`src/hdl/spct_pkg.sv`:
```
// ----------------------------------------------------------------------------
// Package for the sphere pair collision time core
// Shared widths, status codes, the register map and the pipeline record types.
// ----------------------------------------------------------------------------
`default_nettype none
package spct_pkg;
  localparam int CoordW = 32;
  localparam int DistW  = 31;
  localparam int TimeW  = 32;
  localparam int StatW  = 3;
  localparam int DiffW  = 33;
  localparam int ProdW  = 66;
  localparam int BW     = 68;
  localparam int CW     = 68;
  localparam int DiscW  = 140;
  localparam int RootW  = 70;
  localparam int DenW   = 72;
  localparam int AddrW  = 1;
  localparam int DataW  = 32;

  localparam logic [StatW-1:0] ST_HIT   = 3'd0;
  localparam logic [StatW-1:0] ST_SAME  = 3'd1;
  localparam logic [StatW-1:0] ST_APART = 3'd2;
  localparam logic [StatW-1:0] ST_MISS  = 3'd3;
  localparam logic [StatW-1:0] ST_STILL = 3'd4;

  localparam logic [AddrW-1:0] REG_CONTACT = 1'b0;
  localparam logic [DistW-1:0] CONTACT_RESET = 31'd13107;

  typedef struct packed {
    logic [CoordW-1:0] first_pos_x;
    logic [CoordW-1:0] first_pos_y;
    logic [CoordW-1:0] first_pos_z;
    logic [CoordW-1:0] first_vel_x;
    logic [CoordW-1:0] first_vel_y;
    logic [CoordW-1:0] first_vel_z;
    logic [CoordW-1:0] second_pos_x;
    logic [CoordW-1:0] second_pos_y;
    logic [CoordW-1:0] second_pos_z;
    logic [CoordW-1:0] second_vel_x;
    logic [CoordW-1:0] second_vel_y;
    logic [CoordW-1:0] second_vel_z;
  } pair_t;

  typedef struct packed {
    logic [TimeW-1:0] hit_time;
    logic [StatW-1:0] status;
    logic             time_clipped;
  } result_t;

  typedef struct packed {
    logic              done;
    logic [StatW-1:0]  status;
    logic              neg;
    logic [DenW-1:0]   den;
    logic [DenW-1:0]   rem;
    logic [DenW-1:0]   quo;
  } div_cell_t;
endpackage
`default_nettype wire

```
`src/hdl/spct_sqrt_cell.sv`:
```
// ----------------------------------------------------------------------------
// Square root cell
// Decides one root bit per enabled cycle by restoring and passes the rest on.
// ----------------------------------------------------------------------------
`default_nettype none
module spct_sqrt_cell import spct_pkg::*; #(
  parameter int BitPos = 0
) (
  input  wire logic             clk,
  input  wire logic             en,
  input  wire logic [DiscW-1:0] rem_in,
  input  wire logic [RootW-1:0] root_in,
  output logic      [DiscW-1:0] rem_out,
  output logic      [RootW-1:0] root_out
);
  logic [DiscW+1:0] trial;
  always_comb begin
    trial = ((DiscW+2)'(root_in) << (BitPos + 1)) | ((DiscW+2)'(1) << (2 * BitPos));
  end
  always_ff @(posedge clk) begin
    if (en) begin
      if ({2'b00, rem_in} >= trial) begin
        rem_out  <= rem_in - trial[DiscW-1:0];
        root_out <= root_in | (RootW'(1) << BitPos);
      end else begin
        rem_out  <= rem_in;
        root_out <= root_in;
      end
    end
  end
endmodule
`default_nettype wire

```
`config.mk`:
```
export PLATFORM = sky130hd
export DESIGN_NAME = spct_sqrt_cell
export DESIGN_NICKNAME = d
export VERILOG_FILES = /design/src/hdl/spct_pkg.sv /design/src/hdl/spct_sqrt_cell.sv
export SDC_FILE = /design/constraint.sdc
export NUM_CORES = 1
export LEC_CHECK = 0
export BUFFER_PORTS_ARGS = -buffer_cell sky130_fd_sc_hd__buf_2
export CELL_PAD_IN_SITES_DETAIL_PLACEMENT = 1
export CELL_PAD_IN_SITES_GLOBAL_PLACEMENT = 1
export CORE_ASPECT_RATIO = 1.75
export CORE_MARGIN = 2
export CORE_UTILIZATION = 35
export DETAILED_ROUTE_END_ITERATION = 12
export PLACE_DENSITY_LB_ADDON = 0.1
export SLEW_MARGIN = 40
export SYNTH_ARGS = -nofsm -noshare
export SYNTH_HDL_FRONTEND = slang
export SYNTH_SLANG_ARGS = --single-unit
```
`constraint.sdc`:
```
create_clock -name clk -period 4.3 [get_ports clk]
set_clock_uncertainty 0.2 [all_clocks]
set_input_delay 0.86 -clock clk [delete_from_list [all_inputs] [get_ports clk]]
set_output_delay 0.86 -clock clk [all_outputs]
set_load 0.05 [all_outputs]
```
**Word level (Yosys, flattened, before mapping)**

Cells that the tools add are included.

- Register bits: 210
- Bits of input ports: 212
- Output and inout bits: 210

- Add/sub/neg operators: 1
- Order comparisons: 1
- Multiplexer cells: 1

Operator list:

| kind | count |
|---|---|
| 140-bit by 71-bit >= comparator with 1-bit output | 1 |
| 140-bit 2-to-1 mux | 1 |
| 140-bit by 71-bit subtractor with 140-bit output | 1 |

**Logic depth before layout (Yosys ltp)**

- Depth after elaboration: 2
- Gate-level depth with buffers: 14
- Mapped depth without buffers: 13

**Worst setup path before layout**

OpenSTA, ideal clock, no wires.

- Path type: input to register
- Start point: input port rem_in[99]
- End point: register rem_out[139] (data pin)
- Data arrival time: 4.014 ns
- Data required time: 3.842 ns
- Slack: -0.172 ns
- Cell stages on the path: 10
- Buffers on the path: 0
- Cells stage by stage: or4_1 > or3_4 > or4_4 > nor4_2 > a31o_2 > a211o_4 > nand2_4 > or4_4 > or4_4 > xnor2_2

- Word-level cells in the longest chain between the ends: 2

RTL lines:

| what | RTL line | source |
|---|---|---|
| from (decl) | spct_sqrt_cell.sv:11 | `input wire logic [DiscW-1:0] rem_in,` |
| 140-bit by 71-bit subtractor with 140-bit output / 140-bit by 71-bit >= comparator with 1-bit output (equally long branches) | spct_sqrt_cell.sv:23, spct_sqrt_cell.sv:22 |  |
| 140-bit 2-to-1 mux (*) | spct_sqrt_cell.sv:22 | `if ({2'b00, rem_in} >= trial) begin` |
| to (signal assigned) | spct_sqrt_cell.sv:23 | `rem_out <= rem_in - trial[DiscW-1:0];` |
| to (signal assigned) | spct_sqrt_cell.sv:26 | `rem_out <= rem_in;` |
| to (decl) | spct_sqrt_cell.sv:13 | `output logic [DiscW-1:0] rem_out,` |

Every way passes the cells marked *; elsewhere a longest branch is shown, timed or not.
A chain may end at the register's enable or synchronous reset.

**Worst setup path in the final report**

Same ends and word-level chain as after synthesis.

==> results by group <==
Finish
  • Syn-to-layout area delta: 44.17%
  • Multi-input logic area: 7047 um2
  • Register area: 6306 um2
  • FILL cells: 4766
  • Post-Layout Cell Count: 2766
  • Nets: 2543
  • Layout cells sized above 1: 0.3828
  • Final Core Density: 0.5114

GRT
  • Initial antenna violation count: 4
  • Tot GR Track Use: 0.3093
  • Number of global-route vias before repair: 16.45k
  • First-pass GRT wire length: 95480 um
  • Total congestion overflow: 0
  • Pin count of the biggest net entering global routing: 134

Synthesis
  • Area contributors post-synth: edfxtp_1 45%, a21oi_1 6.7%, ha_1 6.4%, xnor2_1 5.2%, nor2_1 4.6%
  • Prevailing post-synth register cell: edfxtp_1
  • Mapped Cells: 1489
  • Post-synth top cells: 210 x edfxtp_1, 185 x a21oi_1, 172 x nor2_1, 130 x nand2_1, 90 x inv_1
  • Synth area leader: edfxtp_1
  • Netlist Area Pre-Place: 13890 um2
  • Post-Syn Nets: 1773
  • Flops & latches, synth: 210
  • Sequential-to-total area share from yosys stat: 0.4540
  • Netlist cell types: 65
  • Ys Warns: 0
  • Synth top area share: 0.4540
  • Avg Inst Size Synth: 9.329 um2
  • EDFF count, synth: 210
  • Count leader, synth: edfxtp_1
  • Asr flop ratio synth: 0

Placement
  • Place WS: -0.5397 ns
  • Port bufs: 421
  • Post-DP HPWL: 56000 um
  • DP Cell Count: 2724
  • Routability cong.: 0.9527

Critical path
  • Critical path depth: 12
  • Crit Path Category: in -> reg
  • Crit path cell chain: buf_2 > or4_4 > or3_4 > or4_4 > nor4_2 > a31o_2 > a211o_4 > buf_4 > nand2_4 > or4_4 > or4_4 > xnor2_2
  • Startpoint Class: input pin
  • Worst EP required: 4.41 ns
  • CP max stage delay: 0.56 ns
  • CP max-delay cell: or4_4
  • Crit path max fanout: 4
  • Number of buffers and inverters on the critical path: 2
  • WP data arrival: 4.31 ns
  • Endpoint class of the critical path: flip-flop
  • Family with the most delay on the worst path: simple AND/OR/NAND/NOR gates
  • Most used cell, CP: or4_4

STA
  • Final Max Slew Viols: 0
  • Worst Tran Pin Value: 0.6629 ns
  • Fin. Hold Viols: 0
  • Max-slew headroom: 0.5547
  • Final period util: 0.9777
  • Tmin final: 4.204 ns
  • Final setup fails: 0
  • Fmax: 237.9 MHz
  • RSZ-0062 raised after global routing: false
  • Final TNS setup: 0 ns
  • Min setup slack post-route: 0.09575 ns

Run status
  • Status: finished clean

Min path
  • Hold EP: root_out[20]$_DFFE_PP_
  • Worst hold path class: in -> reg
  • Hold depth: 1
  • Worst Hold Launch: root_in[20]

Clock tree
  • Num CTS Buffers: 23
  • Clock slew at reported path FFs: 0.06 ns
  • Root Buffer: clkbuf_16
  • H-tree depth: 1
  • CTS tree: yes
  • CTS max path bufs: 3
  • TritonCTS Sinks: 210

Die
  • DIE AREA: 41360 um2
  • Site Rows: 96
  • Core area: 39160 um2
  • # IOs: 422
  • Chip height: 267.5 um
  • Die extent in x: 154.6 um
  • Starting density of the core: 0.3547

Detailed routing
  • Final wirelength: 65570 um
  • Initial DRC count: 505
  • DR pass1 iterations: 6
  • Routed Antenna Nets: 0
  • Via count: 14.80k
  • DRC errors left: 0
  • Vias per cell: 5.351
  • DR WL/cell: 23.71 um

Power and ir drop
  • Leakage: 8.860 nW
  • PnR Total Power: 0.007126 W
  • Worst vdd rail ir drop: 0.3550 mV
  • Power per Cell Area: 355.8 nW/um2

Run
  • Max_cap viols: 0
-- layer usage --
layer | GRT usage | share of wire
met1 | 0.2602 | 0.30
met2 | 0.6608 | 0.59
met3 | 0.03414 | 0.036
met4 | 0.1892 | 0.070
met5 | 0 | 0.00020
-- cell usage in the layout (no fill, tap or decap), types with 6 or more instances in the layout --
master     Yosys  final
xor2_1        55     55
ha_1          71     71
nand4_1       50     50
a21o_1        13     13
or3_1         13     13
a21oi_1      185    185
a21boi_0       6      6
or4_1         13     12
xnor2_1       82     82
nor4_1        37     36
nand3_1       33     33
nor2_1       172    172
or2_2         12     12
and3_1         6      6
nand2b_1      12     12
o21ai_0       76     75
inv_1         90     90
clkbuf_16      0     23
nand2_1      130    130
mux2_2         9      9
buf_2          1    420
o31ai_1        6      6
a211oi_1       8      7
buf_4          0    376
nor2b_1       10     10
clkinv_1       0      7
edfxtp_1     210    210
o21bai_1      16     16
o21a_1        12     12
nor3_1        32     32
-- flip-flops by register name, indices dropped and copies added, names as in the netlist --
register	cells
rem_out	140
root_out	70
-- through the flow --
stage / hold WS [ns] / area (um2)
after floorplan: 0.7589 / 13890
after global placement: 0.8527 / 19330
after detailed placement: 0.8532 / 19330
after CTS: 0.2741 / 20000
after global routing: 0.2836 / 20030
final: 0.2971 / 20030
-- report_power, final --
group          total [W]  internal, W  switching (W)
combinational    0.00263     0.000868        0.00177
clock            0.00189      0.00103       0.000861
sequential       0.00260      0.00253      0.0000639
total            0.00713      0.00444        0.00269
-- cells by family after synthesis --
group | count (synthesis) | share of synthesized area
AO/OA/AOI/OAI | 360 | 0.1507
XOR/XNOR | 138 | 0.08755
adder cells (fa/ha/maj) | 72 | 0.06539
buffers and inverters | 147 | 0.03981
flip-flops | 210 | 0.4540
multiplexers | 9 | 0.007296
AND/OR/NAND/NOR | 553 | 0.1953
-- timing repair --
| item | in CTS | in global routing |
|---|---|---|
| gates resized for setup | 0 | 4 |
| hold buffers | 0 | 0 |
| endpoints found under the hold margin | 0 | 0 |
| buffers inserted | 0 | 0 |
| endpoints found under the setup margin | 0 | 4 |
-- worst max path at each step --
stage	start	to	slack [ns]
after CTS	root_in[12]	rem_out[131]$_DFFE_PP_	0.05
after floorplan	rem_in[99]	rem_out[139]$_DFFE_PP_	-0.1
after global routing	root_in[14]	rem_out[96]$_DFFE_PP_	0.01
after detailed placement	root_in[12]	rem_out[131]$_DFFE_PP_	-0.54
after global placement	root_in[13]	rem_out[131]$_DFFE_PP_	-0.52
final	rem_in[99]	rem_out[139]$_DFFE_PP_	0.1
-- cell type report --
cell class	count	area share
Timing Repair Buffer	802	0.2516
Multi-Input combinational cell	1132	0.3519
Antenna cell	3	0.0003749
Sequential cell	210	0.3149
Inverter	90	0.01687
Tap cell	490	0.03061
Clock inverter	14	0.004686
Clock buffer	25	0.02911
Note: power is estimated with default switching activity, not from simulation.
