`config.mk`:
```
export PLATFORM = sky130hd
export DESIGN_NAME = spct_div_cell
export DESIGN_NICKNAME = d
export VERILOG_FILES = /design/src/hdl/spct_pkg.sv /design/src/hdl/spct_div_cell.sv
export SDC_FILE = /design/constraint.sdc
export NUM_CORES = 1
export LEC_CHECK = 0
export BUFFER_PORTS_ARGS = -buffer_cell sky130_fd_sc_hd__buf_2
export CORE_UTILIZATION = 35
export CTS_BUF_LIST = sky130_fd_sc_hd__clkbuf_8
export DETAILED_ROUTE_END_ITERATION = 6
export SLEW_MARGIN = 25
export SYNTH_ARGS = -nofsm -noshare
export SYNTH_HDL_FRONTEND = slang
export SYNTH_SLANG_ARGS = --single-unit
```
`constraint.sdc`:
```
create_clock -name clk -period 3.4 [get_ports clk]
set_input_delay 0.68 -clock clk [delete_from_list [all_inputs] [get_ports clk]]
set_output_delay 0.68 -clock clk [all_outputs]
set_load 0.005 [all_outputs]
```
`src/hdl/spct_pkg.sv`:
```
// ----------------------------------------------------------------------------
// Package for the sphere pair collision time core
// Shared widths, status codes, the register map and the pipeline record types.
// ----------------------------------------------------------------------------
`default_nettype none
package spct_pkg;
  localparam int CoordW = 32;
  localparam int DistW  = 31;
  localparam int TimeW  = 32;
  localparam int StatW  = 3;
  localparam int DiffW  = 33;
  localparam int ProdW  = 66;
  localparam int BW     = 68;
  localparam int CW     = 68;
  localparam int DiscW  = 140;
  localparam int RootW  = 70;
  localparam int DenW   = 72;
  localparam int AddrW  = 1;
  localparam int DataW  = 32;

  localparam logic [StatW-1:0] ST_HIT   = 3'd0;
  localparam logic [StatW-1:0] ST_SAME  = 3'd1;
  localparam logic [StatW-1:0] ST_APART = 3'd2;
  localparam logic [StatW-1:0] ST_MISS  = 3'd3;
  localparam logic [StatW-1:0] ST_STILL = 3'd4;

  localparam logic [AddrW-1:0] REG_CONTACT = 1'b0;
  localparam logic [DistW-1:0] CONTACT_RESET = 31'd13107;

  typedef struct packed {
    logic [CoordW-1:0] first_pos_x;
    logic [CoordW-1:0] first_pos_y;
    logic [CoordW-1:0] first_pos_z;
    logic [CoordW-1:0] first_vel_x;
    logic [CoordW-1:0] first_vel_y;
    logic [CoordW-1:0] first_vel_z;
    logic [CoordW-1:0] second_pos_x;
    logic [CoordW-1:0] second_pos_y;
    logic [CoordW-1:0] second_pos_z;
    logic [CoordW-1:0] second_vel_x;
    logic [CoordW-1:0] second_vel_y;
    logic [CoordW-1:0] second_vel_z;
  } pair_t;

  typedef struct packed {
    logic [TimeW-1:0] hit_time;
    logic [StatW-1:0] status;
    logic             time_clipped;
  } result_t;

  typedef struct packed {
    logic              done;
    logic [StatW-1:0]  status;
    logic              neg;
    logic [DenW-1:0]   den;
    logic [DenW-1:0]   rem;
    logic [DenW-1:0]   quo;
  } div_cell_t;
endpackage
`default_nettype wire

```
`src/hdl/spct_div_cell.sv`:
```
// ----------------------------------------------------------------------------
// Division cell
// One restoring step of the time division, passing the item to the next cell.
// ----------------------------------------------------------------------------
`default_nettype none
module spct_div_cell import spct_pkg::*; #(
  parameter int NumBit = 0
) (
  input  wire logic      clk,
  input  wire logic      en,
  input  wire logic      num_bit,
  input  wire div_cell_t cell_in,
  output div_cell_t      cell_out
);
  logic [DenW:0] shifted;
  div_cell_t cell_next;
  always_comb begin
    shifted = {cell_in.rem, num_bit};
    cell_next = cell_in;
    if (shifted >= {1'b0, cell_in.den}) begin
      cell_next.rem = DenW'(shifted - {1'b0, cell_in.den});
      cell_next.quo = {cell_in.quo[DenW-2:0], 1'b1};
    end else begin
      cell_next.rem = shifted[DenW-1:0];
      cell_next.quo = {cell_in.quo[DenW-2:0], 1'b0};
    end
  end
  always_ff @(posedge clk) begin
    if (en) begin
      cell_out <= cell_next;
    end
  end
endmodule
`default_nettype wire

```
Word-level counts from Yosys, hierarchy flattened
Index checks and enable logic that the tools add are counted.
{"block": "word_totals", "ff_bits": 221, "inputBits": 224, "elab_cells": 9, "out_inout_bits": 221}
{"block": "op_classes", "mux": 1, "n_addsub": 1, "order_cmp": 1}
{"op": "$mux 144", "count": 1}
{"op": "$ge 73x72->1", "count": 1}
{"op": "$sub 72x72->72", "count": 1}

Longest topological paths before layout
Gate-level depths: netlist of the first run.
{"block": "depth", "ltp_word": 2, "depth_mapped": 15, "depth_no_buf": 13}

Least setup slack after synthesis of the first run
Ideal clock, no wire load.
{"block": "synth_timing", "path_type": "in2reg", "start": "in cell_in[178] in the netlist's numbering", "end": "reg cell_out[80] in the netlist's numbering (data pin)", "setup_ns": 0.260, "t_required_ns": 3.140, "stages": 13, "n_path_buf": 2, "arrival_ns": 3.423, "setup_slack_ns": -0.283, "cell_sequence": "inv_1 ha_1 buf_2 a21oi_1 o21ai_0 a221o_1 o21bai_1 a221oi_1 o21ai_1 a211o_1 a31oi_4 buf_4 mux2_2"}
{"element": "start: declaration", "line": "spct_div_cell.sv:12", "text": "input wire div_cell_t cell_in,"}
{"element": "end signal: assignment", "line": "spct_div_cell.sv:30", "text": "cell_out <= cell_next;"}
{"element": "end: declaration", "line": "spct_div_cell.sv:13", "text": "output div_cell_t cell_out"}

==> results of run 1 <==
[per-stage QoR]
stage                     instances   util  TNS [ns]  power [mW]  cell area, µm²
final                          2288  0.506         0        7.81           17500
after global routing           2286  0.506         0        8.24           17500
after CTS                      2281  0.504         0        7.92           17500
after detailed placement       2210  0.483    -27.26        5.53           16700
after global placement         2210  0.483    -24.12        5.50           16700
after floorplan                1147      -    -0.262        4.43           12500
[layer usage]
metal,vias to the layer above,GRT usage,share of wire
met5,-,0,0
met2,371,0.362,0.49
li1,5519,-,-
met1,5220,0.262,0.42
met4,0,0.0760,0.020
met3,52,0.0553,0.071
[final cells by class]
class	instances	area, µm²
clock inverters	31	168
well taps	455	569
multi-input cells	774	5220
diodes	5	12.5
fillers	3276	17100
inverters	98	380
flip-flops and latches	221	6640
clock buffers	40	551
repair buffers	664	3990
[synthesized netlist by cell type (all sizes together), types with 20 or more instances]
master  count  area, µm²
a21o       42        315
a21oi      93        465
clkbuf     35        131
edfxtp    221       6640
ha         72        901
inv        98        368
nand2     122        458
nand4      35        219
nor2       46        173
o21ai     119        596
o21bai     20        150
xnor2      31        272
xor2       32        280
[report_power, final]
group | leakage, nW | internal, mW | total (mW) | switching (mW)
combinational | 5.52 | 0.995 | 2.06 | 1.07
clock | 0.416 | 1.18 | 2.33 | 1.15
sequential | 2.16 | 3.35 | 3.42 | 0.0671
total | 8.09 | 5.53 | 7.81 | 2.28
[timing repair]
item	4_1_cts	5_1_grt
setup buffers	0	2
endpoints found under the setup margin	0	14
hold buffers	0	0
resized for setup	0	14
[logic make-up (layout without fill, tap and decap cells)]
| group | after synthesis | count (layout) | synth area share |
|---|---|---|---|
| adder cells (fa/ha/maj) | 73 | 73 | 0.0746 |
| flip-flops | 221 | 221 | 0.538 |
| AO/OA/AOI/OAI | 342 | 342 | 0.172 |
| multiplexers | 8 | 8 | 0.00699 |
| XOR/XNOR | 63 | 63 | 0.0447 |
| AND/OR/NAND/NOR | 288 | 288 | 0.112 |
| other | 0 | 5 | 0 |
| buffers and inverters | 152 | 833 | 0.0520 |
[path summary, 6_finish.rpt]
path | endpoint | cells after the start | slack [ns] | from
setup / recovery | cell_out[143]$_DFFE_PP_ | 13 | 0.03 | cell_in[158]
hold / removal | cell_out[39]$_DFFE_PP_ | 1 | 0.27 | cell_in[38]
==> results.md, run 1 <==
* Worst-path maximum fanout at 5
* CTS tree: built
* Max reg flops at 221
* Sequential share of the synthesized area at 0.538
* Clock Pin Slew Worst Setup and Hold Paths at 0.06 ns
* Post-route ant nets at 0
* Syn. warnings at 0
* Most common cell after layout, fill and taps aside: buf_2
* Asr flop ratio synth at 0
* Biggest regs: cell_out: 221 flops
* Die X-Extent at 190 µm
* Final Routed Wirelength at 39.4 mm
* Biggest register: cell_out
* Achievable Freq at 297 MHz
* Syn_nets at 1444
* Leak pwr at 8.09 nW
* CP bufs+invs at 2
* Syn Area/Cell at 10.8 µm²
* Tightest Pin Transition at 0.572 ns
* Final hold violation count at 0
* Buffers on Ports at 443
* IO Count at 445
* Wire length per cell at 17.2 µm
* Worst hold path class: in2reg
* Clock buffer depth at 3
* Antenna violations before repair at 4
* Area growth syn-to-layout at 42.0%
* Seq cells post-synth at 221
* Rows at 68
* Power density over cell area at 446 nW/µm²
* Synth Instances at 1147
* Max-slew headroom at 0.614
* H-tree Lvls at 2
* Fin crit period at 3.37 ns
* Worst setup margin at 0.0292 ns
* Starting Density at 0.356
* Commonest cells after routing, fill and taps aside: buf_2 (442), edfxtp_1 (221), buf_4 (213)
* Worst path most repeated cell: o41a_1
* Die Ht at 190 µm
* Critical Path Start Type: primary input
* DRC at 0
* Crit-path slowest cell: o41a_1
* Ys flop type: edfxtp_1
* DR pass1 iterations at 5
* CP Cell Sequence: buf_2, inv_1, ha_1, nand2_1, o21ai_1, a21oi_1, o21ai_0, o21ba_1, o41a_1, o41a_1, a2111oi_4, o21a_1, o31ai_2
* Gr usage total at 0.214
* # clock sinks at 221
* RSZ-0062 raised after global routing: false
* CP Class: in2reg
* Root buffer cell: clkbuf_8
* Final setup fails at 0
* Worst vdd ir at 0.252 mV
* Synthesized area at 12300 µm²
* Hold Slack at 0.265 ns
* Placeable core area at 34600 µm²
* Share of cells above drive strength 1 at 0.414
* Final period util at 0.991
* Clock buffer count from CTS at 40
* Grt ovf at 0
* CP delay by family, top: compound AO/OA/AOI/OAI gates
* Max-cap violations at 0
* Vias at 11162
* Pre-CTS setup slack at -0.619 ns
* Final estimated routing congestion in global placement at 0.884
* Via density at 4.88
* Vias in the first global route at 11003
* Status: complete, no violations
* Die footprint at 36000 µm²
* Crit. End Element: flip-flop
* Yosys cell types at 69
* Worst EP required at 3.75 ns
* Final nets at 2096
* HPWL after detailed placement at 31.9 mm
* First-pass GRT wire length at 59.4 mm
* Worst EP arrival at 3.72 ns
* CP peak stage delay at 0.49 ns
* EDFF count, synth at 221
* First DRT Iteration DRCs at 531
* Largest net degree at the start of global routing at 65
* Slew Viols, Final at 0
(Power assumes the default switching activity.)
==> inputs of run 2 (changes only) <==
Settings changed: PLACE_DENSITY_LB_ADDON set to 0.3.
==> results.md, run 2 (same netlist as run 1, synthesis figures left out) <==
* Gr usage total at 0.212
* Final estimated routing congestion in global placement at 0.853
* Worst-path maximum fanout at 3
* CP peak stage delay at 0.45 ns
* CP Cell Sequence: buf_2, inv_1, ha_1, nor2b_1, o2111ai_2, nand4b_1, o211ai_1, o21ba_1, o41a_1, o41a_1, buf_4, a21oi_1, nor3b_1, o31ai_1
* Largest net degree at the start of global routing at 66
* Vias in the first global route at 11141
* Max-cap violations at 0
* Placeable core area at 34600 µm²
* Tightest Pin Transition at 0.581 ns
* Final hold violation count at 0
* Hold-fix buffers at CTS at 0
* RSZ-0062 raised after global routing: true
* Max reg flops at 221
* Util after Layout at 0.507
* Root buffer cell: clkbuf_8
* Commonest cells after routing, fill and taps aside: buf_2 (442), edfxtp_1 (221), buf_4 (215)
* Post-route cell area at 17600 µm²
* Final nets at 2098
* Die Ht at 190 µm
* Most common cell after layout, fill and taps aside: buf_2
* Achievable Freq at 301 MHz
* Fillers at 3261
* Clock buffer count from CTS at 40
* Crit. End Element: flip-flop
* HPWL after detailed placement at 31.8 mm
* Fin crit period at 3.33 ns
* Buffers on Ports at 443
* Worst EP arrival at 3.69 ns
* Via density at 4.87
* CP bufs+invs at 3
* Clock Pin Slew Worst Setup and Hold Paths at 0.06 ns
* Final period util at 0.978
* CP Class: in2reg
* Status: complete, no violations
* Worst path most repeated cell: o41a_1
* Power density over cell area at 450 nW/µm²
* Setup TNS at 0 ns
* FF+latch area at 6640 µm²
* Vias at 11122
* Biggest register: cell_out
* Final Routed Wirelength at 39.0 mm
* Multi-input gate area at 5210 µm²
* Clock buffer depth at 3
* Slew Viols, Final at 0
* IO Count at 445
* Leak pwr at 8.10 nW
* DRC at 0
* Starting Density at 0.356
* Wire length per cell at 17.1 µm
* Share of cells above drive strength 1 at 0.414
* Post-route ant nets at 0
* Max-slew headroom at 0.612
* Crit-path slowest cell: o41a_1
* DR pass1 iterations at 5
* Final setup fails at 0
* DP Cell Count at 2213
* CP delay by family, top: compound AO/OA/AOI/OAI gates
* # clock sinks at 221
* Antenna violations before repair at 6
* Die footprint at 36000 µm²
* Final cell count without fillers at 2285
* H-tree Lvls at 2
* CTS tree: built
* Biggest regs: cell_out: 221 flops
* First DRT Iteration DRCs at 535
* Grt ovf at 0
* First-pass GRT wire length at 59.1 mm
* DP Area at 16800 µm²
* Die X-Extent at 190 µm
* Worst hold path class: in2reg
* Worst vdd ir at 0.295 mV
* Worst EP required at 3.76 ns
* Critical Path Start Type: primary input
* Rows at 68
* Area growth syn-to-layout at 42.2%
==> run 2: area by class of cell <==
cell class              instances  share of cell area
multi-input cells             774               0.297
flip-flops and latches        221               0.378
clock buffers                  40              0.0314
clock inverters                27              0.0110
well taps                     455              0.0324
repair buffers                666               0.228
diodes                          4            0.000570
inverters                      98              0.0217
==> run 2: path summary, 6_finish.rpt <==
check | from | endpoint | slack, ns | cells after the start
setup / recovery | cell_in[145] | cell_out[135]$_DFFE_PP_ | 0.07 | 14
hold / removal | cell_in[12] | cell_out[13]$_DFFE_PP_ | 0.29 | 1
==> run 2: metal layers <==
metal	wire length, µm	up-vias	GRT usage
met5	13	-	0
met3	2990	49	0.0614
met1	16100	5170	0.251
li1	-	5522	-
met4	759	2	0.0617
met2	19100	379	0.371
==> run 2: where the power goes <==
part           total, mW  switching, mW  internal [mW]
Clock               2.42           1.09           1.32
Combinational       2.06           1.07          0.995
Sequential          3.42         0.0645           3.35
Total               7.90           2.23           5.67
==> run 2: repair_timing <==
action	in CTS	in global routing
gates resized for setup	2	8
gates cloned	0	0
pin swaps	1	7
setup endpoints to repair	2	9
setup buffers	0	1
==> run 2: stage by stage <==
stage	hold slack [ns]	power, mW	setup WS, ns
after floorplan	0.779	4.43	-0.0752
after global placement	0.856	5.51	-0.627
after detailed placement	0.858	5.54	-0.659
after CTS	0.230	8.01	0.0204
after global routing	0.243	8.31	-0.0427
final	0.288	7.90	0.0733
==> inputs of run 3 (changes only) <==
Settings changed: RECOVER_POWER set to 50.
==> results.md, run 3 (same netlist as run 1, synthesis figures left out) <==
* Status: complete, no violations
* Area growth syn-to-layout at 41.7%
* Clock buffer count from CTS at 40
* DRC at 0
* Final estimated routing congestion in global placement at 0.853
* Slew Viols, Final at 0
* Root buffer cell: clkbuf_8
* Hold Slack at 0.288 ns
* Final Routed Wirelength at 38.9 mm
* CP delay by family, top: compound AO/OA/AOI/OAI gates
* First DRT Iteration DRCs at 530
* Share of cells above drive strength 1 at 0.389
* Hold-fix buffers at CTS at 0
* Flop pwr share at 0.433
* Setup TNS at 0 ns
* FF+latch area at 6640 µm²
* Sw frac at 0.282
* Final setup fails at 0
* Crit. End Element: flip-flop
* Most common cell after layout, fill and taps aside: buf_2
* Tot Pwr at 7.88 mW
* Fin crit period at 3.32 ns
* Switching power total at 2.22 mW
* Worst vdd ir at 0.294 mV
* Multi-input gate area at 5210 µm²
* Die Ht at 190 µm
* Power density over cell area at 451 nW/µm²
* Max reg flops at 221
* Biggest regs: cell_out: 221 flops
* Worst EP arrival at 3.66 ns
* CP Cell Sequence: clkbuf_1, inv_1, ha_1, nor2b_2, o311a_1, buf_4, o21ai_0, o211ai_1, and4_1, or2_2, a2111o_1, a31oi_1, xor2_1, o21ai_1
* H-tree Lvls at 2
* Clock network power share at 0.306
* HPWL after detailed placement at 31.8 mm
* Clock buffer depth at 3
* Via density at 4.86
* Worst hold path class: in2reg
* Final hold violation count at 0
* Gr usage total at 0.212
* IO Count at 445
* DP Area at 16800 µm²
* Rows at 68
* Antenna violations before repair at 6
* Vias in the first global route at 11141
* Commonest cells after routing, fill and taps aside: buf_2 (398), edfxtp_1 (221), buf_4 (214)
* Max-slew headroom at 0.616
* Clock Pin Slew Worst Setup and Hold Paths at 0.07 ns
* Leak pwr at 7.97 nW
* Tightest Pin Transition at 0.576 ns
* Placeable core area at 34600 µm²
* Max-cap violations at 0
* Final cell count without fillers at 2285
* CTS tree: built
* Final nets at 2098
* Starting Density at 0.356
* DP Cell Count at 2213
* Worst-path maximum fanout at 3
* Largest net degree at the start of global routing at 66
* Biggest register: cell_out
* Combinational share of power at 0.261
* CP peak stage delay at 0.42 ns
* RSZ-0062 raised after global routing: true
* First-pass GRT wire length at 59.1 mm
* Fillers at 3286
* Post-route ant nets at 0
* CP Class: in2reg
* Post-route cell area at 17500 µm²
* DR pass1 iterations at 5
* Die footprint at 36000 µm²
* Wire length per cell at 17.0 µm
* Worst EP required at 3.74 ns
* Crit-path slowest cell: a2111o_1
* Die X-Extent at 190 µm
* Grt ovf at 0
* Buffers on Ports at 443
* Achievable Freq at 301 MHz
* Critical Path Start Type: primary input
* # clock sinks at 221
* Internal power at 5.66 mW
* CP bufs+invs at 3
* Final period util at 0.976
* Vias at 11094
run 3: changes by cell type in the layout (fill, tap and decap cells not counted):
| cell | delta |
|---|---|
| buf_2 | -44 |
| buf_4 | -1 |
| clkbuf_1 | +45 |
run 3: metal layers:
layer / share of wire / global-route usage
met2: 0.49 / 0.371
met1: 0.41 / 0.251
met5: 0.00033 / 0
met4: 0.019 / 0.0617
met3: 0.077 / 0.0614
run 3: worst paths after layout:
kind | startpoint | end | cells after the start
worst max-delay path | cell_in[146] | cell_out[136]$_DFFE_PP_ | 14
worst min-delay path | cell_in[12] | cell_out[13]$_DFFE_PP_ | 1
run 3: cell type report:
type	instances	share of cell area
inverters	98	0.0217
clock buffers	40	0.0315
clock inverters	27	0.0111
multi-input cells	774	0.298
flip-flops and latches	221	0.379
diodes	4	0.000572
repair buffers	666	0.225
well taps	455	0.0325
run 3: power groups by stage:
stage | registers [mW] | logic [mW] | clock network, mW
2_1_floorplan | 3.52 | 0.911 | 0
3_3_place_gp | 3.47 | 2.04 | 0
3_5_place_dp | 3.47 | 2.07 | 0
4_1_cts | 3.42 | 2.08 | 2.51
5_1_grt | 3.44 | 2.26 | 2.60
6_report | 3.42 | 2.06 | 2.41
run 3: what timing repair did:
item / 4_1_cts / 5_1_grt
pin swaps: 1 / 7
buffers inserted: 0 / 1
resized for setup: 2 / 8
setup endpoints to repair: 2 / 9
run 3: metrics by stage:
step | setup slack [ns] | util
global route | -0.0427 | 0.505
CTS | 0.0204 | 0.505
finish | 0.0820 | 0.505
global placement | -0.627 | 0.484
detailed placement | -0.659 | 0.484
floorplan | -0.0752 | -
